`src/sphd_pkg.sv`:
```
// Shared types and field positions for the superpixel packet hit decoder.
// No dependencies; imported by every module of the block.
package sphd_pkg;

  localparam int unsigned WORD_GROUP_W = 64;
  localparam int unsigned PKT_W        = 48;
  localparam int unsigned NUM_PKT      = 4;
  localparam int unsigned MAP_W        = 8;
  localparam int unsigned BX_W         = 9;
  localparam int unsigned SPCOL_W      = 7;
  localparam int unsigned SPROW_W      = 6;
  localparam int unsigned FT_W         = 14;
  localparam int unsigned PHASE_W      = 4;
  localparam int unsigned PIX_W        = 8;
  localparam int unsigned SLOT_W       = 2;
  localparam int unsigned HIT_W        = NUM_PKT * MAP_W;
  localparam int unsigned HIT_IDX_W    = 5;

  // Bit positions inside one 48-bit packet
  localparam int unsigned MAP_LSB   = 0;
  localparam int unsigned BX_LSB    = 8;
  localparam int unsigned SPROW_LSB = 17;
  localparam int unsigned SPCOL_LSB = 23;

  // Phase steps at or below this value need the extra one-bunch correction
  localparam logic [PHASE_W-1:0] PHASE_EARLY_MAX = 4'd3;

  typedef struct packed {
    logic [MAP_W-1:0]   hit_map;
    logic [BX_W-1:0]    bunch_id;
    logic [SPCOL_W-1:0] spcol;
    logic [SPROW_W-1:0] sprow;
    logic [FT_W-1:0]    fine_time;
  } pkt_t;

  typedef struct packed {
    pkt_t [NUM_PKT-1:0] pkt;
  } word_entry_t;

endpackage

```
`src/sphd_front.sv`:
```
// Front stage: accepts link words, cuts them into packets and decodes fields.
// Words without any hit are dropped here. Depends on sphd_pkg.
module sphd_front import sphd_pkg::*; (
  input  logic                    clk,
  input  logic                    rst_n,
  input  logic [PHASE_W-1:0]      phase,
  input  logic                    in_valid,
  output logic                    in_ready,
  input  logic [WORD_GROUP_W-1:0] in_link_word_low,
  input  logic [WORD_GROUP_W-1:0] in_link_word_mid,
  input  logic [WORD_GROUP_W-1:0] in_link_word_high,
  output logic                    f_valid,
  input  logic                    f_ready,
  output word_entry_t             f_entry
);

  logic [3*WORD_GROUP_W-1:0] word;
  logic [PKT_W-1:0]          raw [NUM_PKT];
  word_entry_t               entry;
  logic                      has_hits;
  logic [FT_W-1:0]           ft_offset;
  logic                      vld_r, vld_nxt;
  word_entry_t               entry_r;

  assign word = {in_link_word_high, in_link_word_mid, in_link_word_low};

  // 15 - phase is the bitwise inverse of the 4-bit phase
  always_comb begin
    ft_offset = {{(FT_W-PHASE_W){1'b0}}, ~phase};
    if (phase <= PHASE_EARLY_MAX) begin
      ft_offset = ft_offset - FT_W'(16);
    end
  end

  always_comb begin
    has_hits = 1'b0;
    for (int i = 0; i < NUM_PKT; i++) begin
      raw[i] = word[i*PKT_W +: PKT_W];
      entry.pkt[i].hit_map   = raw[i][MAP_LSB +: MAP_W];
      entry.pkt[i].bunch_id  = raw[i][BX_LSB +: BX_W];
      entry.pkt[i].sprow     = raw[i][SPROW_LSB +: SPROW_W];
      entry.pkt[i].spcol     = raw[i][SPCOL_LSB +: SPCOL_W];
      entry.pkt[i].fine_time = {raw[i][BX_LSB +: BX_W], 4'b0000} + ft_offset;
      has_hits = has_hits | (|raw[i][MAP_LSB +: MAP_W]);
    end
  end

  assign in_ready = !vld_r || f_ready;

  always_comb begin
    vld_nxt = vld_r;
    if (in_valid && in_ready) begin
      vld_nxt = has_hits;
    end else if (f_ready) begin
      vld_nxt = 1'b0;
    end
  end

  always_ff @(posedge clk) begin
    if (!rst_n) begin
      vld_r <= 1'b0;
    end else begin
      vld_r <= vld_nxt;
    end
  end

  always_ff @(posedge clk) begin
    if (in_valid && in_ready) begin
      entry_r <= entry;
    end
  end

  assign f_valid = vld_r;
  assign f_entry = entry_r;

endmodule

```
`src/sphd_fifo.sv`:
```
// Short queue of decoded words between the front and back stages.
// Depends on sphd_pkg for the entry type.
module sphd_fifo import sphd_pkg::*; #(
  parameter int unsigned DEPTH = 4
) (
  input  logic        clk,
  input  logic        rst_n,
  input  logic        push_valid,
  output logic        push_ready,
  input  word_entry_t push_data,
  output logic        pop_valid,
  input  logic        pop_ready,
  output word_entry_t pop_data
);

  localparam int unsigned PTR_W = (DEPTH > 1) ? $clog2(DEPTH) : 1;
  localparam int unsigned CNT_W = $clog2(DEPTH + 1);

  word_entry_t      mem [DEPTH];
  logic [PTR_W-1:0] wr_ptr_r, wr_ptr_nxt;
  logic [PTR_W-1:0] rd_ptr_r, rd_ptr_nxt;
  logic [CNT_W-1:0] count_r, count_nxt;
  logic             push, pop;

  assign push_ready = (count_r != CNT_W'(DEPTH));
  assign pop_valid  = (count_r != '0);
  assign push       = push_valid && push_ready;
  assign pop        = pop_valid && pop_ready;
  assign pop_data   = mem[rd_ptr_r];

  always_comb begin
    wr_ptr_nxt = wr_ptr_r;
    rd_ptr_nxt = rd_ptr_r;
    count_nxt  = count_r;
    if (push) begin
      wr_ptr_nxt = (wr_ptr_r == PTR_W'(DEPTH - 1)) ? '0 : wr_ptr_r + PTR_W'(1);
    end
    if (pop) begin
      rd_ptr_nxt = (rd_ptr_r == PTR_W'(DEPTH - 1)) ? '0 : rd_ptr_r + PTR_W'(1);
    end
    if (push && !pop) begin
      count_nxt = count_r + CNT_W'(1);
    end else if (pop && !push) begin
      count_nxt = count_r - CNT_W'(1);
    end
  end

  always_ff @(posedge clk) begin
    if (!rst_n) begin
      wr_ptr_r <= '0;
      rd_ptr_r <= '0;
      count_r  <= '0;
    end else begin
      wr_ptr_r <= wr_ptr_nxt;
      rd_ptr_r <= rd_ptr_nxt;
      count_r  <= count_nxt;
    end
  end

  always_ff @(posedge clk) begin
    if (push) begin
      mem[wr_ptr_r] <= push_data;
    end
  end

endmodule

```
`src/sphd_back.sv`:
```
// Back stage: walks the hit bits of one decoded word, one hit per beat,
// into a registered output. Depends on sphd_pkg.
module sphd_back import sphd_pkg::*; (
  input  logic               clk,
  input  logic               rst_n,
  input  logic               q_valid,
  output logic               q_ready,
  input  word_entry_t        q_entry,
  output logic               out_valid,
  input  logic               out_ready,
  output logic [PIX_W-1:0]   out_pixel_column,
  output logic [PIX_W-1:0]   out_pixel_row,
  output logic [BX_W-1:0]    out_bunch_id,
  output logic signed [FT_W-1:0] out_fine_time,
  output logic [SLOT_W-1:0]  out_packet_slot,
  output logic               out_last_hit
);

  word_entry_t          cur_r;
  logic [HIT_W-1:0]     mask_r, mask_nxt;
  logic [HIT_W-1:0]     q_mask;
  logic [HIT_W-1:0]     pick_oh;
  logic [HIT_W-1:0]     mask_left;
  logic [HIT_IDX_W-1:0] pick_idx;
  logic                 busy, advance, emit, last, load;
  logic                 out_valid_r, out_valid_nxt;
  pkt_t                 pkt_sel;
  logic [2:0]           j;

  always_comb begin
    for (int i = 0; i < NUM_PKT; i++) begin
      q_mask[i*MAP_W +: MAP_W] = q_entry.pkt[i].hit_map;
    end
  end

  // Lowest set bit first: packet order, then ascending map bit
  always_comb begin
    pick_idx = '0;
    for (int i = HIT_W - 1; i >= 0; i--) begin
      if (mask_r[i]) begin
        pick_idx = HIT_IDX_W'(i);
      end
    end
  end

  assign pick_oh   = HIT_W'(1) << pick_idx;
  assign mask_left = mask_r & ~pick_oh;
  assign busy      = |mask_r;
  assign advance   = !out_valid_r || out_ready;
  assign emit      = busy && advance;
  assign last      = (mask_left == '0);
  assign load      = q_valid && (!busy || (emit && last));
  assign q_ready   = !busy || (emit && last);

  always_comb begin
    mask_nxt = mask_r;
    if (emit) begin
      mask_nxt = mask_left;
    end
    if (load) begin
      mask_nxt = q_mask;
    end
    out_valid_nxt = out_valid_r;
    if (advance) begin
      out_valid_nxt = busy;
    end
  end

  always_ff @(posedge clk) begin
    if (!rst_n) begin
      mask_r      <= '0;
      out_valid_r <= 1'b0;
    end else begin
      mask_r      <= mask_nxt;
      out_valid_r <= out_valid_nxt;
    end
  end

  always_ff @(posedge clk) begin
    if (load) begin
      cur_r <= q_entry;
    end
  end

  assign pkt_sel = cur_r.pkt[pick_idx[HIT_IDX_W-1:3]];
  assign j       = pick_idx[2:0];

  // Column is 2*spcol + j/4 and row is 4*sprow + j%4: plain concatenations
  always_ff @(posedge clk) begin
    if (emit) begin
      out_pixel_column <= {pkt_sel.spcol, j[2]};
      out_pixel_row    <= {pkt_sel.sprow, j[1:0]};
      out_bunch_id     <= pkt_sel.bunch_id;
      out_fine_time    <= pkt_sel.fine_time;
      out_packet_slot  <= pick_idx[HIT_IDX_W-1:3];
      out_last_hit     <= last;
    end
  end

  assign out_valid = out_valid_r;

endmodule

```
`src/superpixel_packet_hit_decoder.sv`:
```
// Superpixel packet hit decoder: link word in, one pixel hit per output beat.
// Path: front register, queue, back-stage mask and output regs. Throughput: one
// hit per cycle while out_ready allows; a word holds the back stage until its
// last hit. Words are taken every cycle while the QUEUE_DEPTH queue has room.
// Reset (synchronous, rst_n low) empties front, queue and output; phase is 0.
// Depends on sphd_pkg, sphd_front, sphd_fifo and sphd_back.
module superpixel_packet_hit_decoder import sphd_pkg::*; #(
  parameter int unsigned QUEUE_DEPTH = 4
) (
  input  logic                    clk,
  input  logic                    rst_n,
  input  logic                    cfg_wr_en,
  input  logic [PHASE_W-1:0]      cfg_wr_data,
  input  logic                    in_valid,
  output logic                    in_ready,
  input  logic [WORD_GROUP_W-1:0] in_link_word_low,
  input  logic [WORD_GROUP_W-1:0] in_link_word_mid,
  input  logic [WORD_GROUP_W-1:0] in_link_word_high,
  output logic                    out_valid,
  input  logic                    out_ready,
  output logic [PIX_W-1:0]        out_pixel_column,
  output logic [PIX_W-1:0]        out_pixel_row,
  output logic [BX_W-1:0]         out_bunch_id,
  output logic signed [FT_W-1:0]  out_fine_time,
  output logic [SLOT_W-1:0]       out_packet_slot,
  output logic                    out_last_hit
);

  logic [PHASE_W-1:0] phase_r;
  logic               f_valid, f_ready;
  word_entry_t        f_entry;
  logic               q_valid, q_ready;
  word_entry_t        q_entry;

  always_ff @(posedge clk) begin
    if (!rst_n) begin
      phase_r <= '0;
    end else if (cfg_wr_en) begin
      phase_r <= cfg_wr_data;
    end
  end

  sphd_front u_front (
    .clk               (clk),
    .rst_n             (rst_n),
    .phase             (phase_r),
    .in_valid          (in_valid),
    .in_ready          (in_ready),
    .in_link_word_low  (in_link_word_low),
    .in_link_word_mid  (in_link_word_mid),
    .in_link_word_high (in_link_word_high),
    .f_valid           (f_valid),
    .f_ready           (f_ready),
    .f_entry           (f_entry)
  );

  sphd_fifo #(
    .DEPTH (QUEUE_DEPTH)
  ) u_fifo (
    .clk        (clk),
    .rst_n      (rst_n),
    .push_valid (f_valid),
    .push_ready (f_ready),
    .push_data  (f_entry),
    .pop_valid  (q_valid),
    .pop_ready  (q_ready),
    .pop_data   (q_entry)
  );

  sphd_back u_back (
    .clk              (clk),
    .rst_n            (rst_n),
    .q_valid          (q_valid),
    .q_ready          (q_ready),
    .q_entry          (q_entry),
    .out_valid        (out_valid),
    .out_ready        (out_ready),
    .out_pixel_column (out_pixel_column),
    .out_pixel_row    (out_pixel_row),
    .out_bunch_id     (out_bunch_id),
    .out_fine_time    (out_fine_time),
    .out_packet_slot  (out_packet_slot),
    .out_last_hit     (out_last_hit)
  );

  // A word of all zeros carries no hits and must never reach the queue
  a_zero_word_dropped: assert property (@(posedge clk) disable iff (!rst_n)
    in_valid && in_ready && (in_link_word_low == '0) && (in_link_word_mid == '0) &&
    (in_link_word_high == '0) |=> !f_valid)
    else $error("all-zero link word passed the front stage");

  // Front must hold a decoded word while the queue is full
  a_front_holds: assert property (@(posedge clk) disable iff (!rst_n)
    f_valid && !f_ready |=> f_valid && $stable(f_entry))
    else $error("front stage lost a word while the queue was full");

  // Reset leaves no result pending
  a_reset_clears_out: assert property (@(posedge clk)
    !rst_n |=> !out_valid)
    else $error("output valid after reset");

endmodule
```
`config.mk`:
```
export PLATFORM = sky130hd
export DESIGN_NAME = superpixel_packet_hit_decoder
export DESIGN_NICKNAME = d
export VERILOG_FILES = /design/src/sphd_pkg.sv /design/src/sphd_front.sv /design/src/sphd_fifo.sv /design/src/sphd_back.sv /design/src/superpixel_packet_hit_decoder.sv
export SDC_FILE = /design/constraint.sdc
export NUM_CORES = 1
export LEC_CHECK = 0
export BUFFER_PORTS_ARGS = -buffer_cell sky130_fd_sc_hd__buf_2
export CAP_MARGIN = 20
export CORE_MARGIN = 2
export CORE_UTILIZATION = 50
export CTS_BUF_LIST = sky130_fd_sc_hd__clkbuf_8 sky130_fd_sc_hd__clkbuf_16
export DETAILED_ROUTE_END_ITERATION = 8
export GPL_ROUTABILITY_DRIVEN = 0
export PLACE_DENSITY = 0.74
export SETUP_SLACK_MARGIN = 0.15
export SLEW_MARGIN = 20
export SYNTH_ARGS = -nofsm -noshare
export SYNTH_HDL_FRONTEND = slang
export SYNTH_HIERARCHICAL = 1
export SYNTH_SLANG_ARGS = --single-unit
```
`constraint.sdc`:
```
create_clock -name clk -period 17 [get_ports clk]
set_clock_uncertainty 0.15 [all_clocks]
set_input_delay 0.85 -clock clk [delete_from_list [all_inputs] [get_ports clk]]
set_output_delay 0.85 -clock clk [all_outputs]
set_load 0.1 [all_outputs]
```
# [After elaboration in Yosys (flattened, before gate mapping)]
# Memory sizes are Yosys's and may differ from the RTL's. A register that Yosys moved wholly into a read port is not among the register bits.
# Cells that the tools add are included.
[op_classes] reduce_logical=25 n_eq_ne=3 muxes=47 add_sub_neg=9 order_cmp=2 bitwise_logic=6 shift=1
[ops] operator="5-bit two-way mux" count=32
[ops] operator="44-bit binary-select mux with 2-bit select" count=1
[ops] operator="32-bit two-way mux" count=2
[ops] operator="13-bit by 14-bit adder with 14-bit output" count=4
[ops] operator="36-bit two-way mux" count=1
[ops] operator="32-bit bitwise AND" count=1
[ops] operator="32-bit logical NOT" count=1
[ops] operator="32-bit NOT" count=1
[ops] operator="32-bit OR reduction" count=1
[ops] operator="8-bit OR reduction" count=4
[ops] operator="1-bit by 5-bit << shifter with 32-bit output, first input constant" count=1
[ops] operator="14-bit two-way mux" count=1
[ops] operator="2-bit two-way mux" count=4
[ops] operator="1-bit logical AND" count=7
[ops] operator="3-bit two-way mux" count=2
[ops] operator="2-bit nonzero test" count=3
[ops] operator="4-bit by 5-bit subtractor with 6-bit output, second input constant" count=1
[ops] operator="1-bit logical NOT" count=5
[ops] operator="2-bit by 1-bit adder with 2-bit output, second input constant" count=2
[ops] operator="2-bit equality test, second input constant" count=2
[ops] operator="4-bit by 2-bit <= comparator with 1-bit output, second input constant" count=1
[ops] operator="1-bit two-way mux" count=4
[ops] operator="4-bit NOT" count=1
[ops] operator="3-bit by 1-bit adder with 3-bit output, second input constant" count=1
[ops] operator="6 further kinds" count=10
[word_totals] out_inout_bits=44 register_bits=439 ramBits=704 mem_count=1 word_cells=147
[memory_table] memory="u_fifo.mem" words=4 word_bits=176 read_ports=1 rd_ports_with_merged_regs=1 wr=1 line_no="sphd_fifo.sv:19" rtl="word_entry_t mem [DEPTH];"

# [Logic depth before layout (Yosys ltp)]
# Gate-level depths: netlist of the first run.
[logic_depth] depth_word=42 depth_mapped=19

# [Hierarchy]
# Netlist of the first run, hierarchy kept.
[by_module_without_submodules] mod="sphd_fifo" instances=1 cells_each=971 seq_area_each_um2=21320.4 area_each_um2=25891.1
[by_module_without_submodules] mod="sphd_back" instances=1 cells_each=727 seq_area_each_um2=6246.0 area_each_um2=9181.3
[by_module_without_submodules] mod="sphd_front" instances=1 cells_each=401 seq_area_each_um2=4944.7 area_each_um2=6787.8
[by_module_without_submodules] mod="superpixel_packet_hit_decoder" instances=1 cells_each=13 seq_area_each_um2=80.1 area_each_um2=156.4

# [Least setup slack after synthesis of the first run]
# Ideal clock, no wire load.
[synth_timing] path_kind="flip-flop to flip-flop" startpoint="register u_back.mask_r[6]" endpoint="register u_back/cur_r[0] (netlist name), enable pin" setup_slack_ns=10.311 stages_incl_launch_ff=11 arrival_time_ns=6.019 required_ns=16.330 path_cell_list="dfxtp_1 -> nor2_1 -> a221o_1 -> a211oi_1 -> a2111oi_2 -> or3_1 -> a221o_1 -> nor4_2 -> and2_1 -> a31o_2 -> and2_1"
[synth_via] elab_chain_len=14 elab_cells_between_ends=17
[synth_lines] element="start, declared" line_no="sphd_back.sv:20" rtl="logic [HIT_W-1:0] mask_r, mask_nxt;"
[synth_lines] element="start signal, assigned" line_no="sphd_back.sv:74" rtl="mask_r <= mask_nxt;"
[synth_lines] element="5-bit two-way mux (7 in a row)" line_no="sphd_back.sv:40" rtl="if (mask_r[i]) begin"
[synth_lines] element="1-bit by 5-bit << shifter with 32-bit output" line_no="sphd_back.sv:46" rtl="assign pick_oh = HIT_W'(1) << pick_idx;"
[synth_lines] element="32-bit NOT" line_no="sphd_back.sv:47" rtl="assign mask_left = mask_r & ~pick_oh;"
[synth_lines] element="32-bit bitwise AND" line_no="sphd_back.sv:47"
[synth_lines] element="32-bit logical NOT" line_no="sphd_back.sv:51" rtl="assign last = (mask_left == '0);"
[synth_lines] element="1-bit logical AND"
[synth_lines] element="1-bit logical OR *"
[synth_lines] element="net q_ready" line_no="superpixel_packet_hit_decoder.sv:32" rtl="logic q_valid, q_ready;"
[synth_lines] element="1-bit logical AND *" line_no="sphd_back.sv:52" rtl="assign load = q_valid && (!busy || (emit && last));"
[synth_lines] element="net u_back.load" line_no="sphd_back.sv:25" rtl="logic busy, advance, emit, last, load;"
[synth_lines] element="end signal, assigned" line_no="sphd_back.sv:81" rtl="cur_r <= q_entry;"
[synth_lines] element="end, declared" line_no="sphd_back.sv:19" rtl="word_entry_t cur_r;"
# Mark *: on every way through the listed nets, which the timed path passes. The rest lies on a longest branch.
# A chain may end at the register's enable or synchronous reset.

# [Worst setup path in the final report of the first run]
[layout_timing] startpoint="register u_back.mask_r[11]" endpoint="register u_back/cur_r[88] (netlist name), enable pin"
[layout_via] elab_chain_len=19 elab_cells_between_ends=22
[layout_lines] element="5-bit two-way mux (12 in a row)" line_no="sphd_back.sv:40"
[layout_lines] element="1-bit by 5-bit << shifter with 32-bit output" line_no="sphd_back.sv:46"
[layout_lines] element="32-bit NOT" line_no="sphd_back.sv:47"
[layout_lines] element="32-bit bitwise AND" line_no="sphd_back.sv:47"
[layout_lines] element="32-bit logical NOT" line_no="sphd_back.sv:51"
[layout_lines] element="1-bit logical AND"
[layout_lines] element="1-bit logical OR *"
[layout_lines] element="net q_ready" line_no="superpixel_packet_hit_decoder.sv:32"
[layout_lines] element="1-bit logical AND *" line_no="sphd_back.sv:52"
[layout_lines] element="net u_back.load" line_no="sphd_back.sv:25"
# Marks and branches as above.

==> results of run 1 <==
stage by stage:
stage | instance area, um^2 | instances | utilization | power, mW
2_1_floorplan | 42000 | 2112 | - | 5.91
3_3_place_gp | 43900 | 3291 | 0.526 | 6.75
3_5_place_dp | 43900 | 3291 | 0.526 | 6.79
4_1_cts | 47400 | 3490 | 0.568 | 9.14
5_1_grt | 47400 | 3491 | 0.568 | 9.48
6_report | 47400 | 3492 | 0.568 | 9.09
area by class of cell:
type | instances | area [um^2]
Multi-Input combinational cell | 884 | 8740
Antenna cell | 2 | 5.00
Fill cell | 5999 | 36000
Inverter | 26 | 100
Timing Repair Buffer | 200 | 1070
Sequential cell | 1101 | 32600
Clock inverter | 84 | 732
Tap cell | 1080 | 1350
Clock buffer | 115 | 2810
metal layers:
metal  wire length (um)  track usage
met2              43400        0.339
met4               2440       0.0656
met3               4970       0.0289
met1              34900        0.268
met5                 11            0
sequential cells by signal, indices dropped and copies added, names as in the netlist, named ones only:
signal and count:
u_fifo/wr_ptr_r 2, u_back/out_last_hit 1, u_fifo/count_r 3, u_front/f_valid 1, phase_r 4, u_fifo/rd_ptr_r 2
u_back/mask_r 32, u_back/out_pixel_column 8, u_back/out_bunch_id 9, u_back/cur_r 144, u_back/out_pixel_row 8, u_back/out_packet_slot 2
u_back/out_fine_time 14, u_fifo/mem 704, u_front/f_entry 164, u_back/out_valid 1
layout by cell type (no fill, tap or decap), types with 10 or more instances in the layout:
master,instances
edfxtp_1,1054
mux4_2,176
buf_2,172
nand2_1,128
clkbuf_16,109
nor2_1,50
a211oi_1,48
inv_1,46
dfxtp_1,45
nor2b_1,44
ha_1,42
a31oi_1,41
o211ai_1,34
o21ai_1,30
buf_4,28
nand3_1,25
a21oi_1,22
nor3_1,21
xnor2_1,20
clkinv_1,19
clkinv_2,19
or3_1,15
nor4_1,14
o21ai_0,13
bufinv_16,10
a21o_1,10
xor2_1,10
report_power, final:
part | internal, mW | total [mW] | switching, mW
Sequential | 3.58 | 3.75 | 0.170
Clock | 1.35 | 2.33 | 0.983
Combinational | 0.796 | 3.02 | 2.22
Total | 5.72 | 9.09 | 3.37
worst paths after layout:
path	start	end	slack [ps]	cells after the start
worst max-delay path	u_back/mask_r[11]$_SDFFE_PN0P_	u_back/cur_r[88]$_DFFE_PP_	10690	12
worst min-delay path	in_link_word_high[43]	u_front/f_entry[156]$_DFFE_PP_	200	1
worst max register to register	u_back/mask_r[11]$_SDFFE_PN0P_	u_back/cur_r[88]$_DFFE_PP_	10690	12
worst min register to register	u_front/f_entry[74]$_DFFE_PP_	u_fifo/mem[0][74]$_DFFE_PP_	340	0
cell usage after synthesis (21+ instances only):
cell type / number
nor3_1: 21
a211oi_1: 48
edfxtp_1: 1054
mux4_2: 176
a31oi_1: 41
nor2b_1: 44
a21oi_1: 23
o21ai_1: 30
inv_1: 24
clkbuf_1: 38
buf_2: 24
o211ai_1: 34
nor2_1: 50
ha_1: 42
nand3_1: 25
nand2_1: 128
dfxtp_1: 47
logic make-up after synthesis:
kind of cell | count (synthesis) | synth area share
mux | 184 | 0.0963
fa+ha+maj | 47 | 0.0149
xor+xnor | 30 | 0.00625
flops | 1101 | 0.776
compound gates | 260 | 0.0445
buf+inv | 127 | 0.0171
simple gates | 363 | 0.0453
critical path: cells and delay by family (launching register included):
family	cells	cell delay [ps]
and+or+nand+nor	5	1640
AOI/OAI and AO/OA	5	2090
buffers and inverters	2	1510
DFF	1	390
==> flow_summary.toml, run 1 <==
[status]
status = "finished, final reports clean"

[worst_setup_path]
arrival_ps = 6440
cpPeakStageDelay_ps = 770
required_ps = 17130
endpoint_kind = "register"
crit_path_cell_trace = "nor4_2 > nand2_1 > a31o_2 > a21boi_1 > clkinv_1 > o41a_1 > a211oi_1 > and4b_1 > and2_1 > a31o_2 > and2_4 > buf_4"
cp-start-kind = "register"
timing.critical_path.mode_cell = "a31o_2"
worstSetupPathType = "register to register"
slowest_stage = "buf_4"
cp_max_fo = 57

[floorplan]
rows = 106
core_area_um2 = 83400
fp.dieW_um = 294
io_pins = 245
die_h_um = 294
die_area_um2 = 86400
start_util = 0.504

[timing]
holdWs_ps = 200
rsz0062_at_grt = "no"
period_share = 0.371
finalHoldViolCount = 0
setup_ws_ps = 10690
slew_violations = 0
maxSlewHeadroom = 0.260
worst_pin_slew_ps = 1110
fin_setup_tns_ps = 0
period_minus_slack_ps = 6310
setup_viol = 0
clock.fmax_mhz = 159

[drt]
vias = 20800
drc = 0
post_drt_wl_per_cell_um = 24.6
postRouteAntennaNets = 0
drtIter0Drc = 1899
viasPerCell = 5.96
wirelength_um = 85800
dr.pass1.iters = 8

[clock_network]
post-cts-setup-buffers = 0
holdBufCountCts = 0
cts_buffers = 106
insertion_delay_ps = 670
htreeDepth = 3
cts_sinks = 1101
cts_max_path_buffers = 3
cts_root_buffer = "clkbuf_16"
cts_tree = "yes"
cts_resized = 0
clkTransAtPathRegs_ps = 60

[yosys]
synth_edf_count = 1054
yosysSeqAreaShare = 0.776
synth_area_um2 = 42000
synth_top_area_cell = "edfxtp_1"
synthArstFlopShare = 0
syn-instance-count = 2112
ys_seq_elements = 1101
yosys_most_used_dff = "edfxtp_1"
yosysUniqueCellTypes = 72
netlist_top_cells_area = "edfxtp_1 75%, mux4_2 9.4%, dfxtp_1 2.2%"
syn_avg_cell_area_um2 = 19.9
syn-num-nets = 2360
yosys_warnings = 6
synth_top_area_share = 0.753

[worst_hold_path]
hold_path_class = "input pin to register"

[global_route]
antenna_found_initial = 6
grt_max_degree = 68
groute.usage.overall = 0.200
grt_overflow = 0
grt_pass1_vias = 21500
grt_pass1_wl_um = 130000

[placed_design]
io_buffers = 172
place_hpwl_um = 50200
dp_worst_setup_slack_ps = 11000

[flow_run]
timing.max_cap.violations = 0

[cells_and_area]
drive_gt1_frac = 0.240
area_delta_synth_final_pct = 12.8
final_nets = 2567

[pwr]
power_density_nw_per_um2 = 192
p_leak_nw = 15.5
max-vdd-ir-drop_uv = 182
No activity file was read; power rests on OpenSTA's default activity.
==> run 2: changes to the inputs <==
- PLACE_DENSITY: 0.74 -> 0.77
- clock period: 17 -> 5.3 ns (I/O delays scaled with it)
==> run 2 against run 1 <==
The run now ends with DRC left. Sequential power grew to 3.2 times the previous value. Clock power grew to 3.2 times the previous value. Non-clock buffer count is 133 higher. First-iteration DRC count is 22% higher. Sequential share of layout area is 2.1 points lower. Core utilization is 1.8 points higher. Global-route usage is 0.91 points higher. Flip-flop and latch count stayed put. Critical path depth is 5 higher. Largest cell class unchanged.
==> flow_summary.toml, run 2 (synthesized netlist as in run 1, its figures left out) <==
[drt]
vias = 21700
drtIter0Drc = 2326
postRouteAntennaNets = 0
post_drt_wl_per_cell_um = 24.7
dr.pass1.iters = 9
wirelength_um = 89500
drc = 3
viasPerCell = 5.97

[timing]
maxSlewHeadroom = 0.315
period_minus_slack_ps = 4930
slew_violations = 0
period_share = 0.929
finalHoldViolCount = 0
rsz0062_at_grt = "no"
holdWs_ps = 120
setup_viol = 0
clock.fmax_mhz = 203
worst_pin_slew_ps = 1030
fin_setup_tns_ps = 0

[clock_network]
insertion_delay_ps = 660
clkTransAtPathRegs_ps = 60
cts_max_path_buffers = 3
post-cts-setup-buffers = 0
cts_tree = "yes"
htreeDepth = 3
cts_sinks = 1101
cts_buffers = 107
cts_root_buffer = "clkbuf_16"

[global_route]
antenna_found_initial = 3
grt_max_degree = 111
grt_overflow = 0
grt_pass1_wl_um = 135000
groute.usage.overall = 0.209
grt_pass1_vias = 22600

[cells_and_area]
utilization = 0.586
final_nets = 2701
drive_gt1_frac = 0.228
top_register = "u_fifo/mem"
design_area_um2 = 48900
multi_input_area_um2 = 8770
area_delta_synth_final_pct = 16.4
largest_reg_flops = 704
layout_commonest_cell = "edfxtp_1"
fill_cells = 5856
ff_latch_area_um2 = 32600
final_cell_mix = "1054 x edfxtp_1, 176 x mux4_2, 172 x buf_2, 130 x dlygate4sd3_1, 128 x nand2_1"

[worst_setup_path]
arrival_ps = 5350
r2r_start = "u_back/mask_r[31]$_SDFFE_PN0P_"
worstSetupPathType = "register to register"
cp-start-kind = "register"
crit_path_cell_trace = "or4_1 > a311oi_2 > nor2_1 > o21ai_2 > inv_1 > o41ai_1 > o211ai_1 > nor4_2 > and2_1 > a31o_2 > o31ai_1 > ha_1 > inv_1 > fa_1 > xor2_1 > or3_1 > a21boi_0"
cpPeakStageDelay_ps = 620
cp_max_fo = 13
r2r_end = "u_fifo/count_r[2]$_SDFFE_PN0P_"
path_buf_inv = 2
reg2reg_slack_ps = 370
slowest_stage = "or4_1"
timing.critical_path.mode_cell = "inv_1"
crit_family = "compound AO/OA/AOI/OAI gates"
ff2ff_path_depth = 17
required_ps = 5730
endpoint_kind = "register"

[placed_design]
place_area_um2 = 44000
io_buffers = 172
place_hpwl_um = 50500

[status]
status = "finished with violations"
violations = "DRC"

[worst_hold_path]
hold_path_class = "input pin to register"
hp-start = "rst_n"
whs_endpoint = "u_fifo/wr_ptr_r[0]$_SDFFE_PN0P_"
min_delay_path_depth = 3

[floorplan]
core_area_um2 = 83400
start_util = 0.504
fp.dieW_um = 294
io_pins = 245
die_h_um = 294
rows = 106
die_area_um2 = 86400

[pwr]
power_density_nw_per_um2 = 604
p_leak_nw = 16.1
max-vdd-ir-drop_uv = 833

[flow_run]
timing.max_cap.violations = 0
run 2: cell count changes in the layout (fill, tap and decap cells not counted), sizes merged:
cell and change:
dlygate4sd3 +130, inv -6, clkinv +4, buf +3, clkbuf +3, bufinv -1, clkinvlp +1, diode +1
run 2: cell type report:
| type | count | share of cell area |
|---|---|---|
| diodes | 3 | 0.000153 |
| clock buffers | 118 | 0.0585 |
| clock inverters | 82 | 0.0139 |
| inverters | 26 | 0.00212 |
| multi-input cells | 884 | 0.179 |
| flip-flops and latches | 1101 | 0.666 |
| well taps | 1080 | 0.0276 |
| repair buffers | 333 | 0.0522 |
run 2: power by group:
| part | internal [mW] | switching, mW | total [mW] |
|---|---|---|---|
| clock | 4.32 | 3.16 | 7.48 |
| sequential | 11.5 | 0.569 | 12.0 |
| combinational | 2.80 | 7.27 | 10.1 |
| total | 18.6 | 11.0 | 29.6 |
run 2: what timing repair did:
action,in CTS,in global routing
hold buffers,130,0
resized for setup,0,4
setup endpoints to repair,0,2
endpoints found under the hold margin,138,0
run 2: tightest hold or removal path, delay by kind of cell:
family / cells / cell delay, ps
AND/OR/NAND/NOR: 1 / 170
buffers and inverters: 1 / 360
AO/OA/AOI/OAI: 1 / 50
run 2: how the worst max path moves through the flow:
stage                                   startpoint                        endpoint  slack, ps  cells past startpoint
floorplan            u_back/mask_r[6]$_SDFFE_PN0P_       u_back/cur_r[0]$_DFFE_PP_        210                     10
global placement    u_back/mask_r[10]$_SDFFE_PN0P_  u_fifo/count_r[2]$_SDFFE_PN0P_        490                     18
detailed placement  u_back/mask_r[10]$_SDFFE_PN0P_  u_fifo/count_r[2]$_SDFFE_PN0P_        360                     18
CTS                 u_back/mask_r[10]$_SDFFE_PN0P_  u_fifo/count_r[2]$_SDFFE_PN0P_        340                     18
global route        u_back/mask_r[27]$_SDFFE_PN0P_  u_fifo/count_r[2]$_SDFFE_PN0P_        190                     16
finish              u_back/mask_r[31]$_SDFFE_PN0P_  u_fifo/count_r[2]$_SDFFE_PN0P_        370                     17
run 2: routing by layer:
metal,global-route usage,vias up,share of wire
met5,0,-,0.00015
met4,0.0849,2,0.040
met3,0.0336,277,0.066
met2,0.352,986,0.50
met1,0.273,11100,0.39
li1,-,9320,-
run 2: stage by stage:
stage | setup slack [ps] | std cells | total power, mW
2_1_floorplan | 208 | 2112 | 18.9
3_3_place_gp | 495 | 3293 | 21.7
3_5_place_dp | 355 | 3293 | 22.0
4_1_cts | 337 | 3623 | 29.6
5_1_grt | 191 | 3625 | 30.7
6_report | 374 | 3627 | 29.6
